<file path="src/ega_pkg.sv">
`timescale 1ns / 1ps

package ega_pkg;

    // Table geometry
    localparam int KEY_SLOTS = 64;
    localparam int SLOT_W    = (KEY_SLOTS > 1) ? $clog2(KEY_SLOTS) : 1;
    localparam int FILL_W    = $clog2(KEY_SLOTS + 1);
    localparam int KEY_W     = 38;
    localparam int NUM_ARMS  = 3;
    localparam int TRIES_W   = 32;
    localparam int SUM_W     = 48;
    localparam int LAT_W     = 32;
    localparam int PROD_W    = 64;
    localparam int ACC_W     = 80;

    // Configuration port
    localparam int CFG_IDX_W  = 3;
    localparam int CFG_DATA_W = 17;

    localparam logic [1:0]          NO_ARM    = 2'd3;
    localparam logic [15:0]         LFSR_TAPS = 16'hB400;
    localparam logic [TRIES_W-1:0]  TRIES_MAX = '1;
    localparam logic [SUM_W-1:0]    SUM_MAX   = '1;

    // Size band bounds in bytes
    localparam logic [47:0] BAND_1K   = 48'd1024;
    localparam logic [47:0] BAND_16K  = 48'd16384;
    localparam logic [47:0] BAND_256K = 48'd262144;
    localparam logic [47:0] BAND_1M   = 48'd1048576;
    localparam logic [47:0] BAND_8M   = 48'd8388608;

    // Register reset values
    localparam logic [15:0] RST_LOCAL_NODES = 16'd1;
    localparam logic [15:0] RST_LOCAL_RANKS = 16'd1;
    localparam logic [16:0] RST_EXPLORE     = 17'd6554;
    localparam logic [2:0]  RST_ALGO_COUNT  = 3'd7;
    localparam logic [2:0]  RST_PROTO_COUNT = 3'd3;
    localparam logic [15:0] RST_LFSR_SEED   = 16'd44257;

    localparam logic OP_SELECT = 1'b0;
    localparam logic OP_REWARD = 1'b1;

    typedef enum logic [2:0] {
        ST_CHOSEN         = 3'd0,
        ST_TABLE_FULL     = 3'd1,
        ST_OUT_OF_BOUNDS  = 3'd2,
        ST_IGNORED        = 3'd3,
        ST_REWARD_APPLIED = 3'd4,
        ST_UNKNOWN_KEY    = 3'd5,
        ST_NO_LAST_ARM    = 3'd6
    } status_t;

    typedef enum logic [2:0] {
        CFG_LOCAL_NODES = 3'd0,
        CFG_LOCAL_RANKS = 3'd1,
        CFG_EXPLORE     = 3'd2,
        CFG_ALGO_COUNT  = 3'd3,
        CFG_PROTO_COUNT = 3'd4,
        CFG_LFSR_SEED   = 3'd5
    } cfg_index_t;

    // Steps of one mean comparison on the shared multiplier
    typedef enum logic [2:0] {
        MSTEP_L_LO  = 3'd0,
        MSTEP_L_HI  = 3'd1,
        MSTEP_R_LO  = 3'd2,
        MSTEP_R_HI  = 3'd3,
        MSTEP_R_ACC = 3'd4,
        MSTEP_CMP   = 3'd5
    } mstep_t;

    typedef struct packed {
        logic   latch;
        logic   search_run;
        logic   add;
        logic   set_full;
        logic   set_unknown;
        logic   row_read;
        logic   reward;
        logic   pick;
        logic   draw2;
        logic   mean_step;
        mstep_t mean_cnt;
        logic   check;
        logic   out_load;
    } dp_cmd_t;

    typedef struct packed {
        logic op_reward;
        logic hit;
        logic miss;
        logic full;
        logic untried;
        logic explore;
        logic cand_last;
    } dp_stat_t;

    function automatic logic [2:0] size_band(input logic [47:0] n);
        logic [2:0] b;
        if (n < BAND_1K)
            b = 3'd0;
        else if (n < BAND_16K)
            b = 3'd1;
        else if (n < BAND_256K)
            b = 3'd2;
        else if (n < BAND_1M)
            b = 3'd3;
        else if (n < BAND_8M)
            b = 3'd4;
        else
            b = 3'd5;
        return b;
    endfunction

    // Galois LFSR, shifting right
    function automatic logic [15:0] lfsr_step(input logic [15:0] r);
        return r[0] ? ((r >> 1) ^ LFSR_TAPS) : (r >> 1);
    endfunction

    // Residue mod 3 from base-4 digit sums, since 4 is 1 mod 3
    function automatic logic [1:0] mod3_16(input logic [15:0] v);
        logic [4:0] s;
        logic [2:0] t;
        int         i;
        s = '0;
        for (i = 0; i < 8; i++)
            s = s + 5'(v[2*i +: 2]);
        t = 3'(s[1:0]) + 3'(s[3:2]) + 3'(s[4]);
        if (t >= 3'd6)
            t = t - 3'd6;
        else if (t >= 3'd3)
            t = t - 3'd3;
        return t[1:0];
    endfunction

    function automatic logic [2:0] arm_algo(input logic [1:0] arm);
        logic [2:0] a;
        case (arm)
            2'd0:    a = 3'd0;
            2'd1:    a = 3'd0;
            2'd2:    a = 3'd1;
            default: a = 3'd0;
        endcase
        return a;
    endfunction

    function automatic logic [2:0] arm_proto(input logic [1:0] arm);
        logic [2:0] p;
        case (arm)
            2'd0:    p = 3'd2;
            2'd1:    p = 3'd1;
            2'd2:    p = 3'd2;
            default: p = 3'd0;
        endcase
        return p;
    endfunction

endpackage

</file>
<file path="src/ega_ctrl.sv">
`timescale 1ns / 1ps

module ega_ctrl (
    input  logic              clk,
    input  logic              rst_n,
    input  logic              in_valid,
    output logic              in_ready,
    output logic              out_valid,
    input  logic              out_ready,
    input  ega_pkg::dp_stat_t stat,
    output ega_pkg::dp_cmd_t  cmd
);
    import ega_pkg::*;

    typedef enum logic [8:0] {
        S_IDLE   = 9'b000000001,
        S_SEARCH = 9'b000000010,
        S_RD_ROW = 9'b000000100,
        S_REWARD = 9'b000001000,
        S_PICK   = 9'b000010000,
        S_DRAW2  = 9'b000100000,
        S_MEAN   = 9'b001000000,
        S_CHECK  = 9'b010000000,
        S_FINISH = 9'b100000000
    } state_t;

    state_t state_reg;
    state_t state_next;
    mstep_t mcnt_reg;
    mstep_t mcnt_next;
    logic   out_valid_reg;
    logic   out_valid_next;

    assign in_ready  = (state_reg == S_IDLE);
    assign out_valid = out_valid_reg;

    // Sequencing of one request
    always_comb
    begin
        state_next = state_reg;
        mcnt_next  = mcnt_reg;
        cmd        = '0;
        unique case (state_reg)
            S_IDLE:
            begin
                if (in_valid)
                begin
                    cmd.latch  = 1'b1;
                    state_next = S_SEARCH;
                end
            end
            S_SEARCH:
            begin
                cmd.search_run = 1'b1;
                if (stat.hit)
                    state_next = S_RD_ROW;
                else if (stat.miss)
                begin
                    if (stat.op_reward)
                    begin
                        cmd.set_unknown = 1'b1;
                        state_next      = S_FINISH;
                    end
                    else if (stat.full)
                    begin
                        cmd.set_full = 1'b1;
                        state_next   = S_FINISH;
                    end
                    else
                    begin
                        cmd.add    = 1'b1;
                        state_next = S_PICK;
                    end
                end
            end
            S_RD_ROW:
            begin
                cmd.row_read = 1'b1;
                state_next   = stat.op_reward ? S_REWARD : S_PICK;
            end
            S_REWARD:
            begin
                cmd.reward = 1'b1;
                state_next = S_FINISH;
            end
            S_PICK:
            begin
                cmd.pick = 1'b1;
                if (stat.untried)
                    state_next = S_CHECK;
                else if (stat.explore)
                    state_next = S_DRAW2;
                else
                begin
                    mcnt_next  = MSTEP_L_LO;
                    state_next = S_MEAN;
                end
            end
            S_DRAW2:
            begin
                cmd.draw2  = 1'b1;
                state_next = S_CHECK;
            end
            S_MEAN:
            begin
                cmd.mean_step = 1'b1;
                cmd.mean_cnt  = mcnt_reg;
                if (mcnt_reg == MSTEP_CMP)
                begin
                    mcnt_next = MSTEP_L_LO;
                    if (stat.cand_last)
                        state_next = S_CHECK;
                end
                else
                    mcnt_next = mstep_t'(mcnt_reg + 3'd1);
            end
            S_CHECK:
            begin
                cmd.check  = 1'b1;
                state_next = S_FINISH;
            end
            S_FINISH:
            begin
                if (!out_valid_reg || out_ready)
                begin
                    cmd.out_load = 1'b1;
                    state_next   = S_IDLE;
                end
            end
            default: state_next = S_IDLE;
        endcase
    end

    // Output register occupancy
    always_comb
    begin
        out_valid_next = out_valid_reg;
        if (cmd.out_load)
            out_valid_next = 1'b1;
        else if (out_ready)
            out_valid_next = 1'b0;
    end

    always_ff @(posedge clk or negedge rst_n)
    begin
        if (!rst_n)
        begin
            state_reg     <= S_IDLE;
            mcnt_reg      <= MSTEP_L_LO;
            out_valid_reg <= 1'b0;
        end
        else
        begin
            state_reg     <= state_next;
            mcnt_reg      <= mcnt_next;
            out_valid_reg <= out_valid_next;
        end
    end

endmodule

</file>
<file path="config.mk">
export PLATFORM = sky130hd
export DESIGN_NAME = ega_ctrl
export DESIGN_NICKNAME = d
export VERILOG_FILES = /design/src/ega_pkg.sv /design/src/ega_ctrl.sv
export SDC_FILE = /design/constraint.sdc
export NUM_CORES = 1
export LEC_CHECK = 0
export BUFFER_PORTS_ARGS = -buffer_cell sky130_fd_sc_hd__buf_2
export CAP_MARGIN = 20
export CORE_ASPECT_RATIO = 0.7
export CORE_UTILIZATION = 42
export DETAILED_ROUTE_END_ITERATION = 6
export GPL_ROUTABILITY_DRIVEN = 0
export HOLD_SLACK_MARGIN = 0.02
export PLACE_DENSITY = 0.67
export SETUP_SLACK_MARGIN = 0.2
export SLEW_MARGIN = 20
export SYNTH_ARGS = -nofsm -noshare
export SYNTH_HDL_FRONTEND = slang
export SYNTH_SLANG_ARGS = --single-unit
export TNS_END_PERCENT = 20
</file>
<file path="constraint.sdc">
create_clock -name clk -period 2.9 [get_ports clk]
set_input_delay 0.145 -clock clk [delete_from_list [all_inputs] [get_ports clk]]
set_output_delay 0.145 -clock clk [all_outputs]
set_load 0.005 [all_outputs]
</file>
==> run_results.csv, run 1 <==
group,metric,value,unit
pwr,leakage,0.560,nW
route,vias,903,
route,route.detailed.drc,0,
setup_path,start_kind,"flop",
cts,ctsResizeCount,0,
setup_path,end_kind,"output port",
floorplan,coreArea,0.00214,sq mm
grt,met3_usage,5.92,%
sta,setup_tns,0,ps
grt,grt.busiest_layer,"met1",
setup_path,worstPathMaxFanout,11,
place,hpwl,1660,um
sta,period_needed,2250,ps
run_status,status,"finished, final reports clean",
setup_path,cpPeakStageDelay,540,ps
synthesis,synth-seq-cells,13,
floorplan,die-area,0.00246,sq mm
floorplan,fp-row-count,14,
sta,final_max_slew_viol_count,0,
grt,grt_pass1_wl,3840,um
grt,grt_pass1_vias,828,
pwr,power_density,589,mW/mm^2
place,port_buffers,27,
route,via_per_inst,5.47,
final_layout,final_core_util,51.8,%
place,dp.cells,160,
route,drt_iter0_markers,47,
cts,cts_tree,"yes",
floorplan,die_w,58.9,um
sta,rsz0062_at_grt,"no",
synthesis,syn_avg_cell_area,8.90,sq um
pwr,p_sw_share,40.5,%
synthesis,synth_flop_cell,"dfrtp_1",
cts,cts_made_buffers,3,
final_layout,largest_reg_flops,9,
final_layout,stdcell_count,165,
synthesis,synth_nets,118,
pwr,p_clk_share,17.5,%
sta,finalHoldViolCount,0,
final_layout,nNetsFinal,145,
sta,worst_pin_slew,456,ps
setup_path,worstSetupPathType,"reg2out",
cts,insertion_delay,280,ps
synthesis,syn_area,952,sq um
synthesis,yosysWarningCount,0,
pwr,total_power,0.653,mW
grt,grt_max_degree,14,
route,wl_per_cell,13.5,um
cts,root_buffer,"clkbuf_4",
sta,skew,2.01,ps
synthesis,synth_cell_type_count,40,
pwr,power_frac_seq,40.8,%
route,wl,2240,um
setup_path,worstPathArrival,2110,ps
hold_path,holdCritPathClass,"in2reg",
synthesis,async_flop_share,100,%
flow_run,max_cap_violations,0,
pwr,p_sw,0.264,mW
final_layout,syn2layout_area_growth,16.3,%
final_layout,final_area,0.00111,sq mm
sta,fin_crit_sh,77.7,%
cts,cts.path.max_buffers,2,
synthesis,yosysSeqAreaShare,34.3,%
grt,grt.met1_usage,29.8,%
route,ant_nets,0,
cts,clkTransAtPathRegs,80,ps
setup_path,crit_chain,"nor4_4, and4b_1, nand2_1, nor3b_1, buf_2",
sta,fmax,444,MHz
place,dpl-instance-area,0.00107,sq mm
grt,use_met2,29.8,%
synthesis,syn_inst,107,
setup_path,worst-path-buf-inv,1,
place,pre_cts_slack,977,ps
setup_path,slowest_stage,"dfrtp_1",
sta,hold_ws,59.2,ps
synthesis,synth_edf_count,0,
pwr,power.internal,0.389,mW
pwr,power_frac_comb,41.7,%
cts,cts.sinks,13,
final_layout,antenna_cells,0,
sta,finalWorstSetupSlack,646,ps
grt,gr-total-overflow,0,
sta,slew-limit-headroom,69.4,%
grt,grt_usage,20.9,%
grt,grt_antenna_before_repair,0,
setup_path,critPathRequiredTime,2760,ps
cts,htree_levels,1,
setup_path,critPathTopFamily,"simple AND/OR/NAND/NOR gates",
final_layout,drive_above_1_share,29.3,%
route,drt-pass1-iter-count,4,
sta,setup_viol,0,
floorplan,fp.dieH,41.8,um
floorplan,io_pins,28,
pwr,ir_worst_vdd,0.234,mV
floorplan,initial_utilization,44.6,%
what timing repair did:
item	in CTS	in global routing
hold buffers	1	0
buffers inserted	0	0
endpoints found under the hold margin	12	0
cell type report:
class / instances / area [sq um]
Clock buffer: 4 / 26.3
Sequential cell: 13 / 327
Inverter: 5 / 18.8
Fill cell: 215 / 1030
Tap cell: 32 / 40.0
Timing Repair Buffer: 28 / 145
Multi-Input combinational cell: 83 / 551
worst paths after layout:
path | start | cells after the start | slack, ps | end
max | state_reg[4] | 5 | 650 | cmd[11]
min | in_valid | 2 | 60 | state_reg[0]
max reg2reg | state_reg[2] | 4 | 1070 | mcnt_reg[1]
min reg2reg | out_valid | 2 | 540 | out_valid
max in group asynchronous | rst_n | 2 | 2330 | state_reg[0]
min in group asynchronous | rst_n | 2 | 280 | state_reg[5]
cell usage in the layout (no fill, tap or decap), drive strengths merged, types with 3 or more instances in the layout:
cell and n:
a211oi 3, and2 6, and3 5, buf 27, clkbuf 4, dfrtp 12
inv 5, nand2 8, nand4 3, nor2 10, nor2b 3, nor3 7
nor3b 3, nor4 3, nor4b 3, o21ai 6
metal layers:
metal  share of wire (%)  up-vias
met5                   0        -
met4                 1.9        0
met3                 7.7        4
met2                  42       40
met1                  48      420
li1                    -      439
cells by family (layout without fill, tap and decap cells):
logic type,Yosys count,in the layout,synth area share (%)
AO/OA/AOI/OAI,16,16,11.2
multiplexers,2,2,2.63
XOR/XNOR,3,3,2.76
buffers and inverters,11,37,7.88
flip-flops,13,13,34.3
AND/OR/NAND/NOR,62,62,41.3
worst register-to-register path: stages, from the launching register on:
cell,delay [ps]
dfrtp_1,460
nor3_2,380
nand2_1,240
a2111o_1,370
mux2_4,270
cell usage after synthesis, types with 2 or more instances:
library cell / count / area share (%)
inv_1: 5 / 2.0
and4b_1: 2 / 2.1
dfrtp_1: 12 / 32
nand2_1: 8 / 3.2
o21ai_0: 5 / 2.6
nor4b_1: 2 / 1.8
nand4_1: 3 / 2.0
nand4b_1: 2 / 1.8
a211oi_1: 3 / 2.4
or2_2: 2 / 1.3
and3_1: 4 / 2.6
xor2_1: 2 / 1.8
nor2b_1: 3 / 2.0
buf_6: 3 / 3.5
nor4_1: 2 / 1.3
and2_1: 6 / 3.9
nor3_1: 6 / 3.2
nor2_1: 10 / 3.9
nand3_1: 2 / 1.1
nor3b_1: 2 / 1.6
nand2b_1: 2 / 1.3
buf_4: 3 / 2.4
power by group through the flow:
stage                     Sequential [mW]  Clock (mW)  Combinational [mW]
after floorplan                     0.253           0               0.201
after global routing                0.271       0.131               0.307
after CTS                           0.264       0.118               0.271
after global placement              0.267           0               0.264
final                               0.266       0.114               0.272
after detailed placement            0.266           0               0.268
No activity file was read; power rests on OpenSTA's default activity.
==> run 2, diff against run 1 <==
- clock period: 2.9 -> 2.1 ns (I/O delays scaled with it)
==> run 2 against run 1 <==
Compared with the run above:
- critical endpoint unchanged
- largest cell class unchanged
- clock skew barely moved
- clock-buffer cell count did not move
- largest power group unchanged
- cell area rose by 9.6%
==> run_results.csv, run 2 (synthesis gave the netlist of run 1 again) <==
group,metric,value,unit
flow_run,max_cap_violations,0,
route,wl,2380,um
cts,clkTransAtPathRegs,80,ps
grt,grt_antenna_before_repair,0,
setup_path,cp.depth,5,
hold_path,hold_path_depth,2,
sta,hold_ws,34.9,ps
pwr,leakage,0.604,nW
setup_path,worstSetupPathType,"reg2out",
final_layout,nNetsFinal,154,
sta,setup_viol,0,
setup_path,worst_r2r_endpoint,"state_reg[6]",
setup_path,slowest_stage,"dfrtp_2",
final_layout,largest_reg_flops,9,
sta,period_needed,1870,ps
floorplan,die_w,58.9,um
pwr,power_density,779,mW/mm^2
cts,root_buffer,"clkbuf_4",
grt,grt_max_degree,14,
setup_path,start_kind,"flop",
final_layout,antenna_cells,0,
sta,skew,2.39,ps
route,vias,964,
floorplan,fp-row-count,14,
hold_path,hold_path_end,"state_reg[4]",
run_status,status,"finished, final reports clean",
setup_path,cpPeakStageDelay,470,ps
cts,cts.path.max_buffers,2,
route,drt-pass1-iter-count,4,
grt,gr-total-overflow,0,
setup_path,critPathRequiredTime,2000,ps
sta,slew-limit-headroom,73.3,%
grt,grt_usage,21.0,%
pwr,ir_worst_vdd,0.325,mV
setup_path,end_kind,"output port",
route,route.detailed.drc,0,
sta,fmax,535,MHz
setup_path,reg2reg_depth,4,
place,port_buffers,27,
cts,cts_tree,"yes",
hold_path,hold_start,"stat[6]",
route,via_per_inst,5.54,
route,wl_per_cell,13.7,um
sta,finalHoldViolCount,0,
cts,insertion_delay,280,ps
grt,grt_pass1_vias,765,
route,drt_iter0_markers,53,
floorplan,die-area,0.00246,sq mm
final_layout,drive_above_1_share,37.3,%
sta,worst_pin_slew,395,ps
setup_path,timing.reg2reg.setup_slack,370,ps
floorplan,fp.dieH,41.8,um
sta,fin_crit_sh,89.0,%
final_layout,syn2layout_area_growth,27.5,%
setup_path,r2r_start,"state_reg[2]",
cts,cts.sinks,13,
cts,cts_made_buffers,3,
setup_path,worst-path-buf-inv,1,
grt,grt_pass1_wl,3690,um
final_layout,ff_latch_area,332,sq um
setup_path,worstPathArrival,1760,ps
floorplan,initial_utilization,44.6,%
hold_path,holdCritPathClass,"in2reg",
cts,htree_levels,1,
final_layout,fillers,207,
route,ant_nets,0,
final_layout,mostFrequentLayoutCells,"buf_2 (27), nor2_1 (10), nand2_1 (8), dfrtp_1 (8)",
place,hpwl,1700,um
sta,final_max_slew_viol_count,0,
floorplan,io_pins,28,
floorplan,coreArea,0.00214,sq mm
sta,rsz0062_at_grt,"yes",
setup_path,worstPathMaxFanout,5,
final_layout,multi_input_comb_area,577,sq um
sta,setup_tns,0,ps
setup_path,crit_chain,"nor4_4, and4b_2, nand2_1, nor3b_2, buf_2",
setup_path,critPathTopFamily,"simple AND/OR/NAND/NOR gates",
final_layout,final_common_cell,"buf_2",
[run 2: cell types whose count changed in the layout (fill, tap and decap cells not counted), moves of 2 or more]
| cell | delta |
|---|---|
| buf_4 | +6 |
| dfrtp_1 | -4 |
| dfrtp_2 | +4 |
| dlygate4sd3_1 | +3 |
| nor3_4 | +2 |
[run 2: power breakdown]
group	internal (mW)	total (mW)	switching (mW)
combinational	0.190	0.406	0.215
clock	0.0739	0.162	0.0882
sequential	0.300	0.378	0.0775
total	0.564	0.946	0.381
[run 2: how the worst max path moves through the flow]
stage	start	end	slack, ps
floorplan	state_reg[6]	mcnt_reg[1]	390
global placement	state_reg[6]	mcnt_reg[1]	360
detailed placement	state_reg[6]	mcnt_reg[1]	340
CTS	state_reg[7]	cmd[11]	210
global route	state_reg[7]	cmd[11]	130
finish	state_reg[7]	cmd[11]	230
[run 2: metrics by stage]
stage / area [sq um] / utilization [%] / total power, mW / std cells / setup WS, ps
after floorplan: 952 / - / 0.626 / 107 / 392
after global placement: 1080 / 50.5 / 0.733 / 161 / 363
after detailed placement: 1080 / 50.5 / 0.739 / 161 / 339
after CTS: 1170 / 54.7 / 0.911 / 171 / 209
after global routing: 1210 / 56.8 / 1.02 / 174 / 132
final: 1210 / 56.8 / 0.946 / 174 / 231
[run 2: area by class of cell]
| cell class | instances | area share (%) |
|---|---|---|
| clock buffers | 4 | 2.16 |
| inverters | 5 | 1.55 |
| multi-input cells | 83 | 47.5 |
| flip-flops and latches | 13 | 27.3 |
| well taps | 32 | 3.30 |
| repair buffers | 37 | 18.1 |
[run 2: layer usage]
metal  global-route usage [%]  wire length (um)  vias to the layer above
li1                         -                 -                      464
met1                     31.1              1120                      453
met2                     29.1              1030                       43
met3                     5.61               200                        4
met4                     7.14                27                        0
met5                        0                 0                        -
[run 2: what timing repair did]
action	4_1_cts	5_1_grt
setup buffers	2	3
endpoints found under the setup margin	3	7
hold buffers	4	0
endpoints found under the hold margin	16	0
pin swaps	1	2
resized for setup	5	5
